File: src/design/tlvf_pkg.sv
`timescale 1ns / 1ps
// Shared types and constants for the traffic light vote filter.
// No dependencies; imported by every module of the block.
package tlvf_pkg;

   localparam int CLASS_W    = 8;
   localparam int DIM_W      = 12;
   localparam int AREA_W     = 24;
   localparam int VOTE_W     = 7;
   localparam int STATE_W    = 3;
   localparam int PCODE_W    = 2;
   localparam int CSR_ADDR_W = 4;
   localparam int CSR_DATA_W = 32;
   localparam int CSR_IDX_W  = 2;

   // register indexes
   localparam logic [CSR_IDX_W-1:0] CSR_AREA_THRESHOLD    = 2'd0;
   localparam logic [CSR_IDX_W-1:0] CSR_YELLOW_AREA_LIMIT = 2'd1;
   localparam logic [CSR_IDX_W-1:0] CSR_VOTE_THRESHOLD    = 2'd2;

   localparam logic [AREA_W-1:0] AREA_THRESHOLD_RST    = 24'd100;
   localparam logic [AREA_W-1:0] YELLOW_AREA_LIMIT_RST = 24'd600;
   localparam logic [VOTE_W-1:0] VOTE_THRESHOLD_RST    = 7'd5;

   // vehicle light states
   localparam logic [STATE_W-1:0] VS_GREEN   = 3'd0;
   localparam logic [STATE_W-1:0] VS_YELLOW  = 3'd1;
   localparam logic [STATE_W-1:0] VS_YRED    = 3'd2;
   localparam logic [STATE_W-1:0] VS_RED     = 3'd3;
   localparam logic [STATE_W-1:0] VS_UNKNOWN = 3'd4;
   localparam logic [STATE_W-1:0] VS_NONE    = 3'd7;
   localparam int VEH_CODES = 5;

   // pedestrian per-frame codes
   localparam logic [PCODE_W-1:0] PJ_GREEN   = 2'd0;
   localparam logic [PCODE_W-1:0] PJ_OFF     = 2'd1;
   localparam logic [PCODE_W-1:0] PJ_RED     = 2'd2;
   localparam logic [PCODE_W-1:0] PJ_UNKNOWN = 2'd3;
   localparam int PED_CODES = 4;

   // pedestrian light states
   localparam logic [STATE_W-1:0] PS_GREEN   = 3'd0;
   localparam logic [STATE_W-1:0] PS_OFF     = 3'd1;
   localparam logic [STATE_W-1:0] PS_RED     = 3'd2;
   localparam logic [STATE_W-1:0] PS_UNKNOWN = 3'd3;
   localparam logic [STATE_W-1:0] PS_BLINK   = 3'd4;
   localparam logic [STATE_W-1:0] PS_NONE    = 3'd7;

   // frame class markers
   localparam logic [1:0] VCLASS_NONE = 2'd3;
   localparam logic [2:0] PCLASS_NONE = 3'd7;

   typedef struct packed {
      logic               box_valid;
      logic [CLASS_W-1:0] det_class;
      logic [DIM_W-1:0]   box_width;
      logic [DIM_W-1:0]   box_height;
      logic               last_of_frame;
   } tlvf_box_type;

   typedef struct packed {
      logic               valid;
      logic [STATE_W-1:0] vehicle_code;
      logic [PCODE_W-1:0] pedestrian_code;
   } tlvf_judge_type;

   typedef struct packed {
      logic               valid;
      logic               vehicle_changed;
      logic [STATE_W-1:0] vehicle_state;
      logic               pedestrian_changed;
      logic [STATE_W-1:0] pedestrian_state;
   } tlvf_result_type;

endpackage

File: src/design/traffic_light_vote_filter.sv
`timescale 1ns / 1ps
// Top level of the traffic light vote filter: input skid, CSR block, pipeline.
// Depends on tlvf_pkg, tlvf_frame and tlvf_vote.
//
//   channel | direction | handshake         | carries
//   req     | in        | req_valid/ready   | one box or an empty end-of-frame mark
//   rsp     | out       | rsp_valid/ready   | decided vehicle and pedestrian lights
//   csr     | in        | APB psel/penable  | area threshold, yellow limit, vote threshold
//
// One transaction is accepted per cycle while rsp is drained.
// After the transaction that ends the frame, its result moves through stages A, B, C, D and the result register.
// The whole pipeline holds while a result waits; a one-entry skid keeps req_ready registered.
// Synchronous reset clears control state; there is no clearing pass.
module traffic_light_vote_filter import tlvf_pkg::*; #(
   parameter int VEHICLE_WINDOW    = 10,
   parameter int PEDESTRIAN_WINDOW = 40
) (
   input  logic                  clock,
   input  logic                  reset,
   input  logic                  req_valid,
   output logic                  req_ready,
   input  logic                  req_box_valid,
   input  logic [CLASS_W-1:0]    req_det_class,
   input  logic [DIM_W-1:0]      req_box_width,
   input  logic [DIM_W-1:0]      req_box_height,
   input  logic                  req_last_of_frame,
   output logic                  rsp_valid,
   input  logic                  rsp_ready,
   output logic                  rsp_vehicle_changed,
   output logic [STATE_W-1:0]    rsp_vehicle_state,
   output logic                  rsp_pedestrian_changed,
   output logic [STATE_W-1:0]    rsp_pedestrian_state,
   input  logic                  csr_psel,
   input  logic                  csr_penable,
   input  logic                  csr_pwrite,
   input  logic [CSR_ADDR_W-1:0] csr_paddr,
   input  logic [CSR_DATA_W-1:0] csr_pwdata,
   output logic [CSR_DATA_W-1:0] csr_prdata,
   output logic                  csr_pready
);

   logic [AREA_W-1:0] area_thr_ff;
   logic [AREA_W-1:0] yellow_limit_ff;
   logic [VOTE_W-1:0] vote_thr_ff;
   logic [CSR_IDX_W-1:0] csr_index;
   logic              csr_write;

   logic            advance;
   logic            req_fire;
   tlvf_box_type    req_box;
   logic            skid_valid_ff;
   tlvf_box_type    skid_box_ff;
   logic            item_valid;
   tlvf_box_type    item;
   tlvf_judge_type  judge;
   tlvf_result_type result;

   // configuration
   assign csr_pready = 1'b1;
   assign csr_write  = csr_psel && csr_penable && csr_pwrite;
   assign csr_index  = csr_paddr[CSR_ADDR_W-1:2];

   always_ff @(posedge clock) begin
      if (reset) begin
         area_thr_ff     <= AREA_THRESHOLD_RST;
         yellow_limit_ff <= YELLOW_AREA_LIMIT_RST;
         vote_thr_ff     <= VOTE_THRESHOLD_RST;
      end else if (csr_write) begin
         unique case (csr_index)
            CSR_AREA_THRESHOLD:    area_thr_ff     <= csr_pwdata[AREA_W-1:0];
            CSR_YELLOW_AREA_LIMIT: yellow_limit_ff <= csr_pwdata[AREA_W-1:0];
            CSR_VOTE_THRESHOLD:    vote_thr_ff     <= csr_pwdata[VOTE_W-1:0];
            default: ;
         endcase
      end
   end

   always_comb begin
      unique case (csr_index)
         CSR_AREA_THRESHOLD:    csr_prdata = CSR_DATA_W'(area_thr_ff);
         CSR_YELLOW_AREA_LIMIT: csr_prdata = CSR_DATA_W'(yellow_limit_ff);
         CSR_VOTE_THRESHOLD:    csr_prdata = CSR_DATA_W'(vote_thr_ff);
         default:               csr_prdata = '0;
      endcase
   end

   // pipeline moves whenever the result register is empty or being taken
   assign advance   = !result.valid || rsp_ready;
   assign req_ready = !skid_valid_ff;
   assign req_fire  = req_valid && req_ready;
   assign req_box   = '{box_valid: req_box_valid, det_class: req_det_class,
                        box_width: req_box_width, box_height: req_box_height,
                        last_of_frame: req_last_of_frame};

   // park a transaction taken during a stall
   always_ff @(posedge clock) begin
      if (reset) begin
         skid_valid_ff <= 1'b0;
      end else if (advance) begin
         skid_valid_ff <= 1'b0;
      end else if (req_fire) begin
         skid_valid_ff <= 1'b1;
      end
   end

   always_ff @(posedge clock) begin
      if (!advance && req_fire) begin
         skid_box_ff <= req_box;
      end
   end

   assign item_valid = skid_valid_ff || req_fire;
   assign item       = skid_valid_ff ? skid_box_ff : req_box;

   tlvf_frame u_frame (
      .clock             (clock),
      .reset             (reset),
      .advance           (advance),
      .item_valid        (item_valid),
      .item              (item),
      .area_threshold    (area_thr_ff),
      .yellow_area_limit (yellow_limit_ff),
      .judge             (judge)
   );

   tlvf_vote #(
      .VEHICLE_WINDOW    (VEHICLE_WINDOW),
      .PEDESTRIAN_WINDOW (PEDESTRIAN_WINDOW)
   ) u_vote (
      .clock          (clock),
      .reset          (reset),
      .advance        (advance),
      .judge          (judge),
      .vote_threshold (vote_thr_ff),
      .result         (result)
   );

   assign rsp_valid              = result.valid;
   assign rsp_vehicle_changed    = result.vehicle_changed;
   assign rsp_vehicle_state      = result.vehicle_state;
   assign rsp_pedestrian_changed = result.pedestrian_changed;
   assign rsp_pedestrian_state   = result.pedestrian_state;

endmodule

File: src/design/tlvf_frame.sv
`timescale 1ns / 1ps
// Per-frame box tracking: area, largest-box hold and frame judgement.
// Depends on tlvf_pkg.
module tlvf_frame import tlvf_pkg::*; (
   input  logic                clock,
   input  logic                reset,
   input  logic                advance,
   input  logic                item_valid,
   input  tlvf_box_type        item,
   input  logic [AREA_W-1:0]   area_threshold,
   input  logic [AREA_W-1:0]   yellow_area_limit,
   output tlvf_judge_type      judge
);

   // stage A: incoming box
   logic         a_valid_ff;
   tlvf_box_type a_box_ff;

   // stage B: area and class decode
   logic               b_valid_ff;
   logic [AREA_W-1:0]  b_area_ff;
   logic               b_is_veh_ff;
   logic               b_is_ped_ff;
   logic [1:0]         b_vcls_ff;
   logic [PCODE_W-1:0] b_pcls_ff;
   logic               b_last_ff;

   logic [AREA_W-1:0]  a_area;
   logic               a_is_veh;
   logic               a_is_ped;
   logic [PCODE_W-1:0] a_pcls;

   // running frame maxima
   logic [AREA_W-1:0] fv_area_ff, fv_area_in;
   logic [1:0]        fv_class_ff, fv_class_in;
   logic [AREA_W-1:0] fp_area_ff, fp_area_in;
   logic [2:0]        fp_class_ff, fp_class_in;
   logic              frame_end;

   // stage C: finished frame
   logic              c_valid_ff;
   logic [AREA_W-1:0] c_varea_ff;
   logic [1:0]        c_vclass_ff;
   logic [AREA_W-1:0] c_parea_ff;
   logic [2:0]        c_pclass_ff;

   // stage D: judged codes
   logic               d_valid_ff;
   logic [STATE_W-1:0] d_vcode_ff, d_vcode_in;
   logic [PCODE_W-1:0] d_pcode_ff, d_pcode_in;

   always_ff @(posedge clock) begin
      if (reset) begin
         a_valid_ff <= 1'b0;
      end else if (advance) begin
         a_valid_ff <= item_valid;
      end
   end

   always_ff @(posedge clock) begin
      if (advance) begin
         a_box_ff <= item;
      end
   end

   always_comb begin
      a_area   = AREA_W'(a_box_ff.box_width) * AREA_W'(a_box_ff.box_height);
      a_is_veh = a_box_ff.box_valid && (a_box_ff.det_class <= 8'd2);
      a_is_ped = a_box_ff.box_valid &&
                 (((a_box_ff.det_class >= 8'd3) && (a_box_ff.det_class <= 8'd5)) ||
                  (a_box_ff.det_class == 8'd10) || (a_box_ff.det_class == 8'd11));
      a_pcls   = (a_box_ff.det_class <= 8'd5) ? PCODE_W'(a_box_ff.det_class - 8'd3)
                                              : PJ_UNKNOWN;
   end

   always_ff @(posedge clock) begin
      if (reset) begin
         b_valid_ff <= 1'b0;
      end else if (advance) begin
         b_valid_ff <= a_valid_ff;
      end
   end

   always_ff @(posedge clock) begin
      if (advance) begin
         b_area_ff   <= a_area;
         b_is_veh_ff <= a_is_veh;
         b_is_ped_ff <= a_is_ped;
         b_vcls_ff   <= a_box_ff.det_class[1:0];
         b_pcls_ff   <= a_pcls;
         b_last_ff   <= a_box_ff.last_of_frame;
      end
   end

   // strictly larger replaces, so the first box keeps ties
   always_comb begin
      fv_area_in  = fv_area_ff;
      fv_class_in = fv_class_ff;
      fp_area_in  = fp_area_ff;
      fp_class_in = fp_class_ff;
      if (b_valid_ff && b_is_veh_ff && (b_area_ff > fv_area_ff)) begin
         fv_area_in  = b_area_ff;
         fv_class_in = b_vcls_ff;
      end
      if (b_valid_ff && b_is_ped_ff && (b_area_ff > fp_area_ff)) begin
         fp_area_in  = b_area_ff;
         fp_class_in = {1'b0, b_pcls_ff};
      end
      frame_end = b_valid_ff && b_last_ff;
   end

   always_ff @(posedge clock) begin
      if (reset) begin
         fv_area_ff  <= '0;
         fv_class_ff <= VCLASS_NONE;
         fp_area_ff  <= '0;
         fp_class_ff <= PCLASS_NONE;
         c_valid_ff  <= 1'b0;
      end else if (advance) begin
         c_valid_ff <= frame_end;
         if (frame_end) begin
            fv_area_ff  <= '0;
            fv_class_ff <= VCLASS_NONE;
            fp_area_ff  <= '0;
            fp_class_ff <= PCLASS_NONE;
         end else begin
            fv_area_ff  <= fv_area_in;
            fv_class_ff <= fv_class_in;
            fp_area_ff  <= fp_area_in;
            fp_class_ff <= fp_class_in;
         end
      end
   end

   always_ff @(posedge clock) begin
      if (advance && frame_end) begin
         c_varea_ff  <= fv_area_in;
         c_vclass_ff <= fv_class_in;
         c_parea_ff  <= fp_area_in;
         c_pclass_ff <= fp_class_in;
      end
   end

   always_comb begin
      priority if ((c_vclass_ff == VCLASS_NONE) || (c_varea_ff < area_threshold)) begin
         d_vcode_in = VS_UNKNOWN;
      end else if (c_vclass_ff == 2'd0) begin
         d_vcode_in = VS_GREEN;
      end else if (c_vclass_ff == 2'd1) begin
         d_vcode_in = (c_varea_ff > yellow_area_limit) ? VS_YELLOW : VS_YRED;
      end else begin
         d_vcode_in = VS_RED;
      end
      if ((c_pclass_ff == PCLASS_NONE) || (c_parea_ff < area_threshold)) begin
         d_pcode_in = PJ_UNKNOWN;
      end else begin
         d_pcode_in = c_pclass_ff[PCODE_W-1:0];
      end
   end

   always_ff @(posedge clock) begin
      if (reset) begin
         d_valid_ff <= 1'b0;
      end else if (advance) begin
         d_valid_ff <= c_valid_ff;
      end
   end

   always_ff @(posedge clock) begin
      if (advance) begin
         d_vcode_ff <= d_vcode_in;
         d_pcode_ff <= d_pcode_in;
      end
   end

   assign judge = '{valid: d_valid_ff, vehicle_code: d_vcode_ff, pedestrian_code: d_pcode_ff};

endmodule

File: src/design/tlvf_vote.sv
`timescale 1ns / 1ps
// Frame history windows with running tallies, vote rules and result register.
// Depends on tlvf_pkg.
module tlvf_vote import tlvf_pkg::*; #(
   parameter int VEHICLE_WINDOW    = 10,
   parameter int PEDESTRIAN_WINDOW = 40
) (
   input  logic                clock,
   input  logic                reset,
   input  logic                advance,
   input  tlvf_judge_type      judge,
   input  logic [VOTE_W-1:0]   vote_threshold,
   output tlvf_result_type     result
);

   localparam int VTALLY_W = $clog2(VEHICLE_WINDOW + 1);
   localparam int PTALLY_W = $clog2(PEDESTRIAN_WINDOW + 1);

   logic [STATE_W-1:0]  vhist_ff [VEHICLE_WINDOW];
   logic [PCODE_W-1:0]  phist_ff [PEDESTRIAN_WINDOW];
   logic [VTALLY_W-1:0] vfill_ff;
   logic [PTALLY_W-1:0] pfill_ff;
   logic [VTALLY_W-1:0] vtally_ff [VEH_CODES];
   logic [VTALLY_W-1:0] vtally_in [VEH_CODES];
   logic [PTALLY_W-1:0] ptally_ff [PED_CODES];
   logic [PTALLY_W-1:0] ptally_in [PED_CODES];
   logic [VOTE_W-1:0]   vcount [VEH_CODES];
   logic [VOTE_W-1:0]   pcount [PED_CODES];
   logic                vfull;
   logic                pfull;

   logic               latch_ff, latch_in;
   logic               hold_ff, hold_in;
   logic [STATE_W-1:0] last_vs_ff;
   logic [STATE_W-1:0] last_ps_ff;
   logic               v_decided;
   logic               p_decided;
   logic [STATE_W-1:0] vs;
   logic [STATE_W-1:0] ps;
   logic               push;

   tlvf_result_type result_ff;

   assign push  = advance && judge.valid;
   assign vfull = (vfill_ff == VTALLY_W'(VEHICLE_WINDOW));
   assign pfull = (pfill_ff == PTALLY_W'(PEDESTRIAN_WINDOW));

   // tallies after the push: count the new code, drop the one that falls out
   always_comb begin
      for (int c = 0; c < VEH_CODES; c++) begin
         vtally_in[c] = vtally_ff[c] + VTALLY_W'(judge.vehicle_code == STATE_W'(c))
                        - VTALLY_W'(vfull && (vhist_ff[VEHICLE_WINDOW-1] == STATE_W'(c)));
         vcount[c]    = vfull ? VOTE_W'(vtally_in[c]) : '0;
      end
      for (int c = 0; c < PED_CODES; c++) begin
         ptally_in[c] = ptally_ff[c] + PTALLY_W'(judge.pedestrian_code == PCODE_W'(c))
                        - PTALLY_W'(pfull && (phist_ff[PEDESTRIAN_WINDOW-1] == PCODE_W'(c)));
         pcount[c]    = pfull ? VOTE_W'(ptally_in[c]) : '0;
      end
   end

   always_comb begin
      v_decided = 1'b1;
      latch_in  = latch_ff;
      vs        = VS_UNKNOWN;
      priority if (vcount[VS_GREEN] >= vote_threshold) begin
         vs       = hold_ff ? VS_RED : VS_GREEN;
         latch_in = 1'b0;
      end else if (vcount[VS_RED] >= vote_threshold) begin
         vs       = VS_RED;
         latch_in = 1'b0;
      end else if ((vcount[VS_YELLOW] + vcount[VS_YRED]) >= vote_threshold) begin
         if (vcount[VS_YELLOW] < vcount[VS_YRED]) begin
            vs       = VS_YRED;
            latch_in = 1'b1;
         end else begin
            vs = latch_ff ? VS_YRED : VS_YELLOW;
         end
      end else if (vcount[VS_UNKNOWN] >= vote_threshold) begin
         vs       = VS_UNKNOWN;
         latch_in = 1'b0;
      end else begin
         v_decided = 1'b0;
      end
   end

   always_comb begin
      p_decided = 1'b1;
      hold_in   = 1'b0;
      ps        = PS_UNKNOWN;
      priority if (pcount[PJ_GREEN] >= vote_threshold) begin
         if (pcount[PJ_RED] > pcount[PJ_GREEN]) begin
            ps      = PS_RED;
            hold_in = 1'b1;
         end else if (pcount[PJ_OFF] != '0) begin
            ps      = PS_BLINK;
            hold_in = 1'b1;
         end else begin
            ps = PS_GREEN;
         end
      end else if (pcount[PJ_RED] >= vote_threshold) begin
         ps      = PS_RED;
         hold_in = 1'b1;
      end else if (pcount[PJ_OFF] >= vote_threshold) begin
         ps = PS_OFF;
      end else if (pcount[PJ_UNKNOWN] >= vote_threshold) begin
         ps = PS_UNKNOWN;
      end else begin
         p_decided = 1'b0;
      end
   end

   // history shift lines; only the oldest tap is read, and only once full
   always_ff @(posedge clock) begin
      if (push) begin
         vhist_ff[0] <= judge.vehicle_code;
         for (int i = 1; i < VEHICLE_WINDOW; i++) begin
            vhist_ff[i] <= vhist_ff[i-1];
         end
         phist_ff[0] <= judge.pedestrian_code;
         for (int i = 1; i < PEDESTRIAN_WINDOW; i++) begin
            phist_ff[i] <= phist_ff[i-1];
         end
      end
   end

   always_ff @(posedge clock) begin
      if (reset) begin
         vfill_ff   <= '0;
         pfill_ff   <= '0;
         latch_ff   <= 1'b0;
         hold_ff    <= 1'b0;
         last_vs_ff <= VS_NONE;
         last_ps_ff <= PS_NONE;
         for (int c = 0; c < VEH_CODES; c++) begin
            vtally_ff[c] <= '0;
         end
         for (int c = 0; c < PED_CODES; c++) begin
            ptally_ff[c] <= '0;
         end
      end else if (push) begin
         if (!vfull) begin
            vfill_ff <= vfill_ff + VTALLY_W'(1);
         end
         if (!pfull) begin
            pfill_ff <= pfill_ff + PTALLY_W'(1);
         end
         vtally_ff <= vtally_in;
         ptally_ff <= ptally_in;
         // undecided vehicle vote leaves latch and hold untouched
         if (v_decided) begin
            latch_ff <= latch_in;
            hold_ff  <= p_decided ? hold_in : 1'b0;
            if (p_decided) begin
               last_vs_ff <= vs;
               last_ps_ff <= ps;
            end
         end
      end
   end

   always_ff @(posedge clock) begin
      if (reset) begin
         result_ff.valid <= 1'b0;
      end else if (advance) begin
         result_ff.valid <= judge.valid && v_decided && p_decided;
      end
   end

   always_ff @(posedge clock) begin
      if (advance) begin
         result_ff.vehicle_changed    <= (vs != last_vs_ff);
         result_ff.vehicle_state      <= vs;
         result_ff.pedestrian_changed <= (ps != last_ps_ff);
         result_ff.pedestrian_state   <= ps;
      end
   end

   assign result = result_ff;

endmodule

File: config.mk
export PLATFORM = sky130hd
export DESIGN_NAME = traffic_light_vote_filter
export DESIGN_NICKNAME = d
export VERILOG_FILES = /design/src/design/tlvf_pkg.sv /design/src/design/traffic_light_vote_filter.sv /design/src/design/tlvf_frame.sv /design/src/design/tlvf_vote.sv
export SDC_FILE = /design/constraint.sdc
export NUM_CORES = 1
export LEC_CHECK = 0
export BUFFER_PORTS_ARGS = -buffer_cell sky130_fd_sc_hd__buf_4
export CORE_ASPECT_RATIO = 0.8
export CORE_UTILIZATION = 57
export DETAILED_ROUTE_END_ITERATION = 6
export HOLD_SLACK_MARGIN = 0.1
export PLACE_DENSITY = 0.85
export SETUP_SLACK_MARGIN = 0.4
export SKIP_LAST_GASP = 1
export SLEW_MARGIN = 20
export SYNTH_ARGS = -nofsm -noshare
export SYNTH_HDL_FRONTEND = slang
export SYNTH_SLANG_ARGS = --single-unit
File: constraint.sdc
create_clock -name clock -period 5.85 [get_ports clock]
set_clock_uncertainty 0.05 [all_clocks]
set_input_delay 0 -clock clock [delete_from_list [all_inputs] [get_ports clock]]
set_output_delay 0 -clock clock [all_outputs]
set_load 0.01 [all_outputs]
==> flow_summary_export.csv <==
group,metric,value,unit
run_status,outcome,"finished, violations left",
run_status,violations,"DRC",
final_layout,final_cell_mix,"inv_1, nand2_1, ha_1",
logic_synthesis,synth-seq-area-share,0.439,
logic_synthesis,synth_area,26700,µm²
setup_path,critical_path_class,"reg -> reg",
power,p_leak,0.0131,µW
logic_synthesis,yosysTopAreaCellShare,0.308,
logic_synthesis,yosysTopAreaCell,"edfxtp_1",
clock_tree,cts_buffers,45,
routing,drt_iter0_markers,1558,
setup_path,cp.buffers_inverters,4,
die,die_width,244,µm
placement,place_congestion,0.905,
die,coreArea,46000,µm²
logic_synthesis,avgSynthCellArea,10.4,µm²
timing,rsz0062_at_grt,"yes",
power,p_per_area,316,nW/µm²
power,max-vdd-ir-drop,0.295,mV
clock_tree,htreeDepth,2,
timing,slew_headroom,0.254,
global_route,grt_usage,0.252,
placement,hpwl,41600,µm
run,cap_violations,0,
final_layout,mostFrequentLayoutCell,"inv_1",
routing,drt.antenna.violating_nets,0,
timing,fin_crit,5.40,ns
timing,setup_viol,0,
logic_synthesis,synth_cells,2556,
die,initial_core_util,0.581,
setup_path,crit_chain,"buf_4 -> buf_4 -> and2_1 -> fa_2 -> fa_1 -> fa_2 -> fa_1 -> inv_1 -> fa_1 -> inv_1 -> ha_2 -> a21o_1 -> a21o_1 -> a21oi_2 -> o21ai_1 -> a211oi_2 -> o21bai_1 -> a21oi_2 -> xnor2_1",
timing,hold_violations,0,
setup_path,path_max_fanout,6,
logic_synthesis,synth_flop_cell,"edfxtp_1",
die,die_h,196,µm
routing,wire_per_inst,17.6,µm
global_route,grt_overflow,0,
final_layout,fin_util,0.674,
setup_path,cp_slowest_cell,"fa_1",
clock_tree,cts_sinks,449,
timing,max_freq,185,MHz
setup_path,crit_top_cell,"fa_1",
die,num_rows,70,
routing,finalWirelength,60300,µm
die,pin_count,120,
timing,setup_ws,0.449,ns
final_layout,fin_nets,3247,
timing,worst_pin_slew,1.12,ns
timing,period_share,0.923,
logic_synthesis,synth.distinct_cells,74,
routing,drc_errors,1,
global_route,antenna_found_initial,0,
routing,vias,19300,
clock_tree,clk_pin_slew_worst_paths,0.06,ns
setup_path,crit_arrival,5.68,ns
min_path,min_path_type,"in -> reg",
routing,vias_per_cell,5.65,
setup_path,slowest_delay,0.55,ns
logic_synthesis,synth.ff_latch_count,449,
clock_tree,tritoncts,"yes",
routing,dr.pass1.iters,7,
final_layout,syn_to_final_growth,16.1,%
setup_path,crit_path_start_kind,"register",
clock_tree,clock_latency,0.61,ns
clock_tree,root_buffer,"clkbuf_16",
placement,port_buffers,100,
logic_synthesis,yosys_warnings,0,
setup_path,crit_required,6.13,ns
global_route,grt_pass1_wl,97200,µm
clock_tree,clock_path_buffers,3,
logic_synthesis,synth_edf_count,274,
final_layout,antennaDiodeCount,0,
logic_synthesis,netlist_top_cells_area,"edfxtp_1, ha_1, dfxtp_1, fa_1, inv_1",
placement,pre_cts_ws,0.132,ns
setup_path,endpoint_kind,"register",
global_route,grt_max_degree,94,
final_layout,drive_above_1_share,0.120,
timing,finalSetupTns,0,ns
timing,drv_slew,0,
global_route,grt_pass1_vias,19400,
logic_synthesis,synthArstFlopShare,0,
setup_path,critical_path.top_delay_family,"adder cells",
die,die_area,47700,µm²
## state kept, by name, summed over array words and instances (netlist names), 30 cells and up
signal,cells
u_vote.phist_ff,80
u_vote.vhist_ff,30
u_frame.a_box_ff,34
skid_box_ff,34
## worst min-delay path, cell delays in order
cell and delay [ns]:
dlygate4sd3_1 0.53, buf_4 0.12, mux2i_1 0.06, nand2_1 0.06
## cell usage after synthesis, types with 20 or more instances
| master | number |
|---|---|
| a21oi_1 | 166 |
| clkbuf_1 | 76 |
| o21ai_0 | 42 |
| ha_1 | 287 |
| inv_1 | 336 |
| xnor2_1 | 42 |
| nand3_1 | 22 |
| xor2_1 | 24 |
| nor2_1 | 157 |
| o21ai_1 | 29 |
| fa_1 | 110 |
| nand2_1 | 305 |
| mux2i_1 | 38 |
| mux2_2 | 59 |
| dfxtp_1 | 175 |
| edfxtp_1 | 274 |
| nand4_1 | 26 |
| nand2b_1 | 20 |
| a22oi_1 | 24 |
| a211oi_1 | 22 |
| a21o_1 | 58 |
| and2_1 | 63 |
| a22o_1 | 24 |
## cells by family (layout without fill, tap and decap cells)
| group | after synthesis | after routing | share of synthesized area |
|---|---|---|---|
| adders and majority gates | 397 | 397 | 0.217 |
| AOI/OAI and AO/OA | 425 | 425 | 0.100 |
| and+or+nand+nor | 678 | 678 | 0.116 |
| buffers and inverters | 439 | 686 | 0.0646 |
| xor gates and xnor gates | 66 | 66 | 0.0216 |
| muxes | 100 | 100 | 0.0404 |
| DFF | 449 | 449 | 0.439 |
| other | 2 | 9 | 0.000281 |
## layout make-up
class                      instances  area (µm²)
fill                            3199       15000
multi-input combinational       1675       13400
sequential                       449       11700
timing repair buffer             265        2250
inverter                         337        1270
clock buffer                      53        1160
tap                              612         766
clock inverter                    31         383
## power by group
| part | internal, µW | total [µW] | switching (µW) |
|---|---|---|---|
| logic | 1370 | 3060 | 1680 |
| clock network | 1710 | 3000 | 1290 |
| registers | 3570 | 3750 | 181 |
| total | 6650 | 9800 | 3150 |
## per-layer routing
| metal | global-route usage | up-vias | part of all wire |
|---|---|---|---|
| li1 | - | 9120 | - |
| met1 | 0.347 | 9395 | 0.44 |
| met2 | 0.412 | 714 | 0.47 |
| met3 | 0.0364 | 117 | 0.067 |
| met4 | 0.0796 | 0 | 0.025 |
| met5 | 0 | - | 0 |
## repair_timing
action | 4_1_cts | 5_1_grt
hold endpoints to repair | 177 | 0
hold buffers | 100 | 0
setup endpoints to repair | 9 | 16
buffers inserted | 13 | 22
resized for setup | 4 | 27
pin swaps | 2 | 22
## path summary, 6_finish.rpt
kind	slack, ns	startpoint	endpoint	cells after the start
setup / recovery	0.45	u_frame.a_box_ff[8]	u_frame.b_area_ff[21]	19
hold / removal	0.14	csr_pwdata[2]	vote_thr_ff[2]	4
setup reg to reg	0.45	u_frame.a_box_ff[8]	u_frame.b_area_ff[21]	19
hold reg to reg	0.34	u_vote.vhist_ff[6][1]	u_vote.vhist_ff[7][1]	0
## through the flow
step,std cells,hold slack (ns),cell area (µm²),total power (µW)
final,3422,0.137,31000,9800
after global routing,3422,0.139,31000,10300
after CTS,3400,0.114,30700,9530
after detailed placement,3203,0.139,28000,6380
after global placement,3203,0.138,28000,6240
after floorplan,2563,0.0489,26700,5700
Note: power is estimated with default switching activity, not from simulation.
